$ cat src/hbd_pkg.sv
package hbd_pkg;

	localparam int STATE_W = 9;
	localparam int SYM_W = 8;
	localparam int CODE_W = 8;
	localparam int COUNT_W = 4;
	localparam int PACK_W = 64;
	localparam int BITS_PER_ITEM = 8;

	localparam logic ACT_LOAD = 1'b0;
	localparam logic ACT_DECODE = 1'b1;

	typedef logic [STATE_W-1:0] node_t;

	typedef struct packed {
		node_t              next_zero;
		node_t              next_one;
		logic               leaf;
		logic [SYM_W-1:0]   symbol;
	} entry_t;

	typedef struct packed {
		node_t zero;
		node_t one;
	} root_t;

	typedef struct packed {
		logic   en;
		node_t  node;
		entry_t entry;
	} tbl_wr_t;

	typedef struct packed {
		logic               action;
		node_t              entry_index;
		node_t              next_if_zero;
		node_t              next_if_one;
		logic               entry_is_leaf;
		logic [SYM_W-1:0]   leaf_symbol;
		logic [CODE_W-1:0]  code_bits;
		logic [COUNT_W-1:0] bit_count;
		logic               restart;
	} item_t;

	typedef struct packed {
		node_t              state_after;
		logic [COUNT_W-1:0] symbol_count;
		logic [PACK_W-1:0]  symbols_packed;
	} result_t;

	typedef struct packed {
		logic idle;
		logic done;
	} seq_status_t;

	typedef enum logic [1:0] {
		SEQ_IDLE,
		SEQ_WALK,
		SEQ_DONE
	} seq_state_t;

	function automatic logic node_in_range(node_t n, int unsigned depth);
		return {{(32-STATE_W){1'b0}}, n} < depth;
	endfunction

endpackage

$ cat src/hbd_seq.sv
module hbd_seq #(
	parameter int TABLE_DEPTH = 512
) (
	input  logic                 clk,
	input  logic                 arst_n,
	input  logic                 start,
	input  hbd_pkg::item_t       item,
	input  logic                 take,
	output hbd_pkg::seq_status_t status,
	output hbd_pkg::result_t     result,
	output hbd_pkg::tbl_wr_t     wr,
	output logic                 rd_en,
	output hbd_pkg::node_t       rd_node,
	input  hbd_pkg::entry_t      rd_entry,
	input  hbd_pkg::root_t       root
);
	import hbd_pkg::*;

	seq_state_t         state_q, state_d;
	node_t              st_q;
	node_t              cur_q;
	logic [CODE_W-1:0]  bits_q;
	logic [COUNT_W-1:0] count_q;
	logic [COUNT_W-1:0] found_q;
	logic [PACK_W-1:0]  packed_q;
	logic               pend_q;

	logic [COUNT_W-1:0] clamp;
	node_t              start_node;
	logic               st_valid;
	node_t              src_zero, src_one;
	node_t              step_node;
	logic               hit;
	logic               is_decode;

	assign is_decode = (item.action == ACT_DECODE);
	assign clamp = (item.bit_count > COUNT_W'(BITS_PER_ITEM)) ?
		COUNT_W'(BITS_PER_ITEM) : item.bit_count;
	assign start_node = item.restart ? '0 : cur_q;
	assign st_valid = node_in_range(st_q, TABLE_DEPTH);
	// a leaf continues from the root
	assign src_zero = rd_entry.leaf ? root.zero : rd_entry.next_zero;
	assign src_one = rd_entry.leaf ? root.one : rd_entry.next_one;
	assign step_node = !st_valid ? '0 : (bits_q[0] ? src_one : src_zero);
	assign hit = pend_q && st_valid && rd_entry.leaf;

	always_comb begin
		state_d = state_q;
		rd_en = 1'b0;
		rd_node = step_node;
		case (state_q)
			SEQ_IDLE: begin
				if (start) begin
					if (is_decode) begin
						rd_en = 1'b1;
						rd_node = start_node;
						state_d = SEQ_WALK;
					end else begin
						state_d = SEQ_DONE;
					end
				end
			end
			SEQ_WALK: begin
				if (count_q != '0) begin
					rd_en = 1'b1;
				end else begin
					state_d = SEQ_DONE;
				end
			end
			SEQ_DONE: begin
				if (take) begin
					state_d = SEQ_IDLE;
				end
			end
			default: begin
				state_d = SEQ_IDLE;
			end
		endcase
	end

	always_ff @(posedge clk or negedge arst_n) begin
		if (!arst_n) begin
			state_q <= SEQ_IDLE;
			cur_q <= '0;
			pend_q <= 1'b0;
		end else begin
			state_q <= state_d;
			pend_q <= (state_q == SEQ_WALK) && (count_q != '0);
			if (state_q == SEQ_DONE && take) begin
				cur_q <= st_q;
			end
		end
	end

	always_ff @(posedge clk) begin
		case (state_q)
			SEQ_IDLE: begin
				if (start) begin
					st_q <= is_decode ? start_node : cur_q;
					bits_q <= item.code_bits;
					count_q <= is_decode ? clamp : '0;
					found_q <= '0;
					packed_q <= '0;
				end
			end
			SEQ_WALK: begin
				// settle the leaf check of the step taken last cycle
				if (hit) begin
					packed_q[{found_q[2:0], 3'b000} +: SYM_W] <= rd_entry.symbol;
					found_q <= found_q + 1'b1;
				end
				if (count_q != '0) begin
					st_q <= step_node;
					bits_q <= bits_q >> 1;
					count_q <= count_q - 1'b1;
				end
			end
			default: begin
			end
		endcase
	end

	assign wr.en = start && (state_q == SEQ_IDLE) && (item.action == ACT_LOAD);
	assign wr.node = item.entry_index;
	assign wr.entry = '{
		next_zero: item.next_if_zero,
		next_one:  item.next_if_one,
		leaf:      item.entry_is_leaf,
		symbol:    item.leaf_symbol
	};

	assign status.idle = (state_q == SEQ_IDLE);
	assign status.done = (state_q == SEQ_DONE);

	assign result.state_after = st_q;
	assign result.symbol_count = found_q;
	assign result.symbols_packed = packed_q;

`ifndef SYNTHESIS
	a_done_hold: assert property (@(posedge clk) disable iff (!arst_n)
		(state_q == SEQ_DONE && !take) |=>
		(state_q == SEQ_DONE && $stable(st_q) && $stable(found_q)))
		else $error("finished result changed while waiting");

	a_load_empty: assert property (@(posedge clk) disable iff (!arst_n)
		(start && state_q == SEQ_IDLE && item.action == ACT_LOAD) |=>
		(state_q == SEQ_DONE && found_q == '0))
		else $error("load produced symbols");

	a_found_bound: assert property (@(posedge clk) disable iff (!arst_n)
		(state_q == SEQ_WALK) |->
		(({1'b0, found_q} + {1'b0, count_q}) <= (COUNT_W + 1)'(BITS_PER_ITEM)))
		else $error("more symbols than bits");

	a_state_commit: assert property (@(posedge clk) disable iff (!arst_n)
		(state_q == SEQ_DONE && take) |=> (cur_q == $past(st_q)))
		else $error("decoder state not committed");
`endif

endmodule

$ cat config.mk
export PLATFORM = sky130hd
export DESIGN_NAME = hbd_seq
export DESIGN_NICKNAME = d
export VERILOG_FILES = /design/src/hbd_pkg.sv /design/src/hbd_seq.sv
export SDC_FILE = /design/constraint.sdc
export NUM_CORES = 1
export LEC_CHECK = 0
export BUFFER_PORTS_ARGS = -buffer_cell sky130_fd_sc_hd__buf_2
export CELL_PAD_IN_SITES_DETAIL_PLACEMENT = 0
export CELL_PAD_IN_SITES_GLOBAL_PLACEMENT = 2
export CORE_UTILIZATION = 30
export CTS_CLUSTER_SIZE = 10
export DETAILED_ROUTE_END_ITERATION = 8
export HOLD_SLACK_MARGIN = 0.12
export MAX_ROUTING_LAYER = met4
export PLACE_DENSITY = 0.94
export RECOVER_POWER = 25
export SLEW_MARGIN = 5
export SYNTH_ARGS = -nofsm -noshare
export SYNTH_HDL_FRONTEND = slang
export SYNTH_SLANG_ARGS = --single-unit
$ cat constraint.sdc
create_clock -name clk -period 13.4 [get_ports clk]
set_input_delay 2.01 -clock clk [delete_from_list [all_inputs] [get_ports clk]]
set_output_delay 2.01 -clock clk [all_outputs]
set_load 0.02 [all_outputs]
# Word-level counts from Yosys, hierarchy flattened
# Cells that the tools add are included.
# op_classes
n_eq_ne	7
shift	2
bitwise	1
n_mux	35
magnitude_cmp	1
reduce_logical	11
n_addsub	3
# ops
cell	n
two-way mux 64 bit	2
case mux 64 bit (2 select lines)	1
two-way mux 9 bit	10
bitwise mux 64 bit	1
variable shift 8 x 8 -> 64 bit (first input constant)	1
variable part select 8 x 8 -> 64 bit	1
two-way mux 4 bit	6
case mux 9 bit (2 select lines)	1
two-way mux 8 bit	2
case mux 4 bit (2 select lines)	2
case mux 8 bit (2 select lines)	1
!= test 2 bit (second input constant)	5
AND reduction 3 bit	3
two-way mux 2 bit	4
negator 6 -> 8 bit	1
case mux 2 bit (3 select lines)	1
logical AND 1 bit	5
adder 4 x 1 -> 4 bit (second input constant)	1
greater-than comparator 4 bit (second input constant)	1
nonzero test 4 bit	1
subtractor 4 x 1 -> 4 bit (second input constant)	1
two-way mux 1 bit	3
equality test 2 x 1 -> 1 bit (second input constant)	1
equality test 2 bit (second input constant)	1
4 further kinds	4
# totals
elab_cells	68
out_inout_bits	126
ff_bits	101
in_bits	99

# Depth between registers and ports, before layout
# Gate-level depths: netlist of the first run.
# logic_depth
word_depth	5
mapped_depth	10
depth_no_buf	6

# Worst setup path before layout of the first run
# No wires, ideal clock.
# synth_path
kind	in2reg
from	in rd_entry[8] (netlist name)
to	reg found_q[0] (enable)
n_path_buf	1
setup_time_ns	0.516
t_arrival_ns	5.631
stages	3
required_time_ns	12.884
path_slack_ns	7.253
path_cell_list	buf_4 -> nand3_1 -> a21oi_1
# synth_via
elab_chain_cells	3
# synth_lines
element	line_no	rtl
from (decl)	hbd_seq.sv:14	input hbd_pkg::entry_t rd_entry,
logical AND 1 bit	hbd_seq.sv:45	assign hit = pend_q && st_valid && rd_entry.leaf;
!= test 2 bit (no line)	--	
AND reduction 3 bit (no line)	--	
to (signal assigned)	hbd_seq.sv:110	found_q <= found_q + 1'b1;
to (decl)	hbd_seq.sv:24	logic [COUNT_W-1:0] found_q;
# Every way passes these cells.
# A chain may end at the register's enable or synchronous reset.

# Final worst setup path of the first run
# layout_path
from	in item[49] (netlist name)
to	out rd_node[2]
# layout_via
elab_chain_cells	3
# layout_lines
element	line_no	rtl
from (decl)	hbd_seq.sv:7	input hbd_pkg::item_t item,
two-way mux 9 bit	hbd_seq.sv:54	if (is_decode) begin
two-way mux 9 bit	hbd_seq.sv:53	if (start) begin
two-way mux 9 bit	hbd_seq.sv:51	case (state_q)
to (decl)	hbd_seq.sv:13	output hbd_pkg::node_t rd_node,
# Every way passes these cells.

==> flow_metrics.tcl, run 1 <==
set metrics [dict create \
    clock_sinks 101 \
    period_needed_ps 5356 \
    ys_dominant_reg_cell "edfxtp_1" \
    die_w_um 136.8 \
    p_sw_frac 0.4171 \
    synth-edff-count 89 \
    drive_above_1_share 0.3255 \
    postLayoutCellArea_mm2 0.006341 \
    place_area_mm2 0.006083 \
    grt_pass1_vias 4010 \
    nets 698 \
    cp-start-kind "input pin" \
    postSynthCellCount 498 \
    violations "max-capacitance violations, max-slew violations" \
    grt.total_usage 0.1591 \
    finalWorstSetupSlack_ps 8044 \
    clock_latency_ps 350 \
    run_status "finished, violations left" \
    hold_buffers 0 \
    vias_per_cell 5.051 \
    slew_headroom -0.9994 \
    antenna_found_initial 0 \
    yosys_warnings 0 \
    grt_setup_unrepaired "false" \
    syn_to_final_growth_pct 16.37 \
    p_leak_uw 0.002580 \
    num_rows 48 \
    post-route-drc-count 0 \
    num_io_pins 225 \
    drv_slew 109 \
    p_int_uw 839.4 \
    n_antenna_cell 0 \
    clkTransAtPathRegs_ps 60 \
    overflow 0 \
    power_frac_clock 0.175 \
    hold_viol 0 \
    final_antenna_net_count 0 \
    powerDensity_mw_per_mm2 227.1 \
    final.setup_skew_ps 10.15 \
    async_flop_share 0.1188 \
    period_share 0.3997 \
    postCtsSetupBuffers 0 \
    ctsResizeCount 0 \
    power_frac_seq 0.405 \
    cts_buffers 9 \
    port_buffers 152 \
    drt_iter0_drc 200 \
    clock.fmax_ghz 0.1867 \
    mostFrequentLayoutCells "149 x buf_2, 111 x nand2_1, 89 x edfxtp_1" \
    switchingPower_uw 600.6 \
    hp-class "flop to flop" \
    grt_pass1_wl_um 21800 \
    first_pass_iters 4 \
    worstSetupEndpointType "primary output" \
    stdcell_count 824 \
    die_y_um 136.8 \
    cp_max_fo 20 \
    tritoncts "done" \
    dpl_worst_slack_ps 8051 \
    drt-total-wl_um 14250 \
    max-vdd-ir-drop_mv 0.1242 \
    syn_nets 602 \
    cts_buffer_depth 2 \
    worstPathArrival_ps 3350 \
    grt_start_max_net_pins 69 \
    setup_viol 0 \
    seq_area_frac_synth 0.5456 \
    tightest_slew_ps 2993 \
    dp_hpwl_um 10090 \
    htreeDepth 3 \
    combPwrFrac 0.420 \
    tns_ps 0 \
    vias 4162 \
    syn-mean-instance-area_um2 10.94 \
    final_common_cell "buf_2" \
    start_util 0.3107 \
    cp.required_ps 11390 \
    dpl.cell_count 808 \
    clockRootBuffer "clkbuf_16" \
    core-area_mm2 0.01754 \
    syn_area_mm2 0.005449 \
    ys_types 44 \
    ys_ff_latch 101 \
    cap_viol_max_count 2 \
    die_area_mm2 0.01871 \
    avgRoutedWirePerCell_um 17.29 \
    path_class "input pin to primary output" \
    routabilityCongestion 0.8038 \
]
==> state kept, by name, summed over array words and instances, names as in the netlist <==
register,flops
st_q,9
pend_q,1
cur_q,9
bits_q,8
found_q,4
state_q,2
packed_q,64
count_q,4
==> power by group through the flow <==
stage | sequential, uW | clock (uW) | combinational [uW]
after global placement | 584 | 0 | 596
after detailed placement | 591 | 0 | 605
after CTS | 586 | 259 | 606
after global routing | 600 | 272 | 661
final | 584 | 252 | 604
after floorplan | 673 | 0 | 358
==> Yosys cell counts (all sizes together), types with 3 or more instances <==
library cell | n | share of area
a22o | 11 | 0.018
o21ai | 27 | 0.025
nor2 | 8 | 0.0055
nand2 | 111 | 0.076
mux2 | 9 | 0.019
nand3 | 32 | 0.030
mux4 | 9 | 0.037
a21oi | 50 | 0.047
dfrtp | 12 | 0.055
buf | 57 | 0.074
clkbuf | 13 | 0.0092
nor2b | 3 | 0.0034
nand4bb | 3 | 0.0062
inv | 7 | 0.0048
nand2b | 11 | 0.013
edfxtp | 89 | 0.49
ha | 5 | 0.011
mux2i | 16 | 0.029
==> area by class of cell <==
class                   instances  area, um^2
clock buffers                  10       229.0
clock inverters                 6       43.79
fillers                      1772       11200
inverters                       7       26.28
multi-input cells             320        2012
flip-flops and latches        101        2973
well taps                     225       281.5
repair buffers                155       775.7
==> path summary, 6_finish.rpt <==
path / from / endpoint / slack, ps / depth (start not counted)
max: item[49] / rd_node[2] / 8040 / 4
max in group asynchronous: arst_n / cur_q[6]$_DFFE_PN0P_ / 11280 / 1
min in group asynchronous: arst_n / pend_q$_DFF_PN0_ / 1670 / 1
min reg2reg: st_q[7]$_DFFE_PP_ / cur_q[7]$_DFFE_PN0P_ / 510 / 1
max reg2reg: state_q[0]$_DFFE_PN0P_ / st_q[8]$_DFFE_PP_ / 9650 / 3
min: st_q[7]$_DFFE_PP_ / cur_q[7]$_DFFE_PN0P_ / 510 / 1
==> worst max-delay path, cell delays in order <==
cell       delay (ps)
buf_2             150
nand4bb_1         590
o21ai_0           380
buf_2             210
==> metrics by stage <==
| stage | utilization | power [uW] | hold slack [ps] |
|---|---|---|---|
| after floorplan | - | 1031 | 483.6 |
| after global placement | 0.3469 | 1180 | 483.3 |
| after detailed placement | 0.3469 | 1196 | 497.3 |
| after CTS | 0.3624 | 1451 | 513.4 |
| after global routing | 0.3616 | 1532 | 520.2 |
| final | 0.3616 | 1440 | 506.8 |
==> metal layers <==
| metal | routed length, um | global-route usage | share of wire | vias up |
|---|---|---|---|---|
| li1 | - | - | - | 1932 |
| met1 | 6060 | 0.1948 | 0.43 | 1981 |
| met2 | 6624 | 0.2538 | 0.47 | 229 |
| met3 | 1354 | 0.04370 | 0.095 | 20 |
| met4 | 206 | 0.05189 | 0.014 | 0 |
| met5 | 0 | - | 0 | - |
==> logic make-up after synthesis <==
kind of cell               synth area share
DFF                                  0.5456
adders and majority gates           0.01148
and+or+nand+nor                      0.1667
buffers and inverters               0.08771
xor gates and xnor gates           0.006431
muxes                               0.08519
AOI/OAI and AO/OA                   0.09690
(Power assumes the default switching activity.)
==> run 2, diff against run 1 <==
CORE_UTILIZATION = 29   (was 30)
PLACE_DENSITY = 0.91   (was 0.94)
clock period = 5.59 ns   (was 13.4 ns; I/O delays follow)
==> run 2 against run 1 <==
The flow finishes with violations (design-rule violations). Worst hold slack worse by 4.9 ps. Sequential power is 140% higher. Final cell count is 0.36% higher. Sequential share of layout area is 0.42 points lower. Via count is 0.29% lower. Total power is 150% higher. Wire length is 1.1% higher. Setup slack worse by 5500 ps. Clock skew is 2.1 ps lower. Die area is 3.4% higher. Utilization is 1.0 points lower. First-iteration DRC count is 59% higher.
==> flow_metrics.tcl, run 2 (synthesis results as in run 1) <==
set metrics [dict create \
    final_common_cell "buf_2" \
    largest_reg_flops 64 \
    n_antenna_cell 0 \
    num_rows 49 \
    combPwrFrac 0.395 \
    nets 697 \
    power.total_uw 3563 \
    clkTransAtPathRegs_ps 70 \
    routabilityCongestion 0.8400 \
    die_w_um 139.1 \
    finalWorstSetupSlack_ps 2517 \
    first_pass_iters 8 \
    crit_family "flip-flops" \
    num_io_pins 225 \
    p_sw_frac 0.4045 \
    core-area_mm2 0.01821 \
    multi_input_area_mm2 0.002019 \
    stdcell_count 827 \
    fillers 1830 \
    power_frac_seq 0.400 \
    topRoutingLayerUsed "met4" \
    met2WireLength_um 6706 \
    met1_length_um 6242 \
    grt.total_usage 0.1559 \
    overflow 0 \
    worstSetupEndpointType "flop" \
    final.setup_skew_ps 8.043 \
    grt_setup_unrepaired "false" \
    worstPathArrival_ps 3140 \
    htreeDepth 3 \
    start_util 0.2993 \
    period_needed_ps 3073 \
    clock_latency_ps 350 \
    seq_area_mm2 0.002973 \
    vias_per_cell 5.018 \
    clock.fmax_ghz 0.3254 \
    die_area_mm2 0.01934 \
    tightest_slew_ps 1027 \
    hold_viol 0 \
    avgRoutedWirePerCell_um 17.41 \
    p_leak_uw 0.002546 \
    cts_buffer_depth 2 \
    grt_start_max_net_pins 69 \
    drv_slew 0 \
    route.met3.wl_um 1117 \
    hold_buffers 0 \
    critPathBufInv 1 \
    tns_ps 0 \
    postCtsSetupBuffers 0 \
    cap_viol_max_count 0 \
    regMostFlops "packed_q" \
    slew_headroom 0.3140 \
    grt_pass1_wl_um 22670 \
    violations "design-rule violations" \
    tritoncts "done" \
    setup_viol 0 \
    grt_pass1_vias 4099 \
    clockRootBuffer "clkbuf_16" \
    top_regs "packed_q x64, cur_q x9, st_q x9" \
    cp_slowest_cell "edfxtp_1" \
    run_status "finished, violations left" \
    drive_above_1_share 0.2960 \
    slowest_delay_ps 940 \
    drt_iter0_drc 317 \
    max-vdd-ir-drop_mv 0.2917 \
    path_class "flop to flop" \
    post-route-util 0.3514 \
    switchingPower_uw 1441 \
    cp.required_ps 5660 \
    hp-class "input pin to async pin" \
    dp_hpwl_um 10130 \
    dpl.cell_count 811 \
    p_int_uw 2122 \
    crit_chain "inv_1 -> ha_1 -> ha_1 -> or4b_1 -> o21ai_0 -> a21oi_1" \
    crit_top_cell "ha_1" \
    power_frac_clock 0.205 \
    clock_sinks 101 \
    post-route-drc-count 18 \
    antenna_found_initial 0 \
    drt-total-wl_um 14400 \
    vias 4150 \
    syn_to_final_growth_pct 17.43 \
    ctsResizeCount 0 \
    cp-start-kind "flop" \
    period_share 0.5498 \
    cp_max_fo 29 \
    dpl_worst_slack_ps 2519 \
    mostFrequentLayoutCells "129 x buf_2, 111 x nand2_1, 89 x edfxtp_1" \
    die_y_um 139.1 \
    final_antenna_net_count 0 \
    powerDensity_mw_per_mm2 556.8 \
    port_buffers 152 \
    cts_buffers 9 \
]
[run 2: worst paths after layout]
check                      slack [ps]                         to                     start  cells past startpoint
hold / removal                    500       cur_q[7]$_DFFE_PN0P_                    arst_n                      1
hold reg to reg                   520        bits_q[5]$_DFFE_PP_       bits_q[6]$_DFFE_PP_                      2
min in group clk                  520        bits_q[5]$_DFFE_PP_       bits_q[6]$_DFFE_PP_                      2
max in group asynchronous        4650       cur_q[3]$_DFFE_PN0P_                    arst_n                      1
setup / recovery                 2520  packed_q[6]$_SDFFCE_PN0P_  found_q[0]$_SDFFCE_PN0P_                      6
setup reg to reg                 2520  packed_q[6]$_SDFFCE_PN0P_  found_q[0]$_SDFFCE_PN0P_                      6
[run 2: cell type report]
| cell class | instances | area share |
|---|---|---|
| clock buffers | 9 | 0.03520 |
| well taps | 229 | 0.04478 |
| multi-input cells | 320 | 0.3156 |
| repair buffers | 154 | 0.1167 |
| clock inverters | 7 | 0.01897 |
| flip-flops and latches | 101 | 0.4646 |
| inverters | 7 | 0.004106 |
[run 2: through the flow]
step | hold slack (ps) | instance area, um^2
after floorplan | 483.6 | 5449
after global placement | 485.7 | 6081
after detailed placement | 498.3 | 6081
after CTS | 363.8 | 6427
after global routing | 544.0 | 6399
final | 501.9 | 6399
[run 2: power by group through the flow]
stage,combinational [uW],clock (uW),sequential [uW]
after floorplan,858,0,1610
after global placement,1410,0,1430
after detailed placement,1430,0,1440
after CTS,1440,748,1430
after global routing,1540,773,1470
final,1410,729,1430
[run 2: metal layers]
metal	GRT usage	up-vias
met3	0.03211	38
met2	0.2419	219
li1	-	1937
met1	0.1970	1956
met4	0.06725	0
met5	-	-
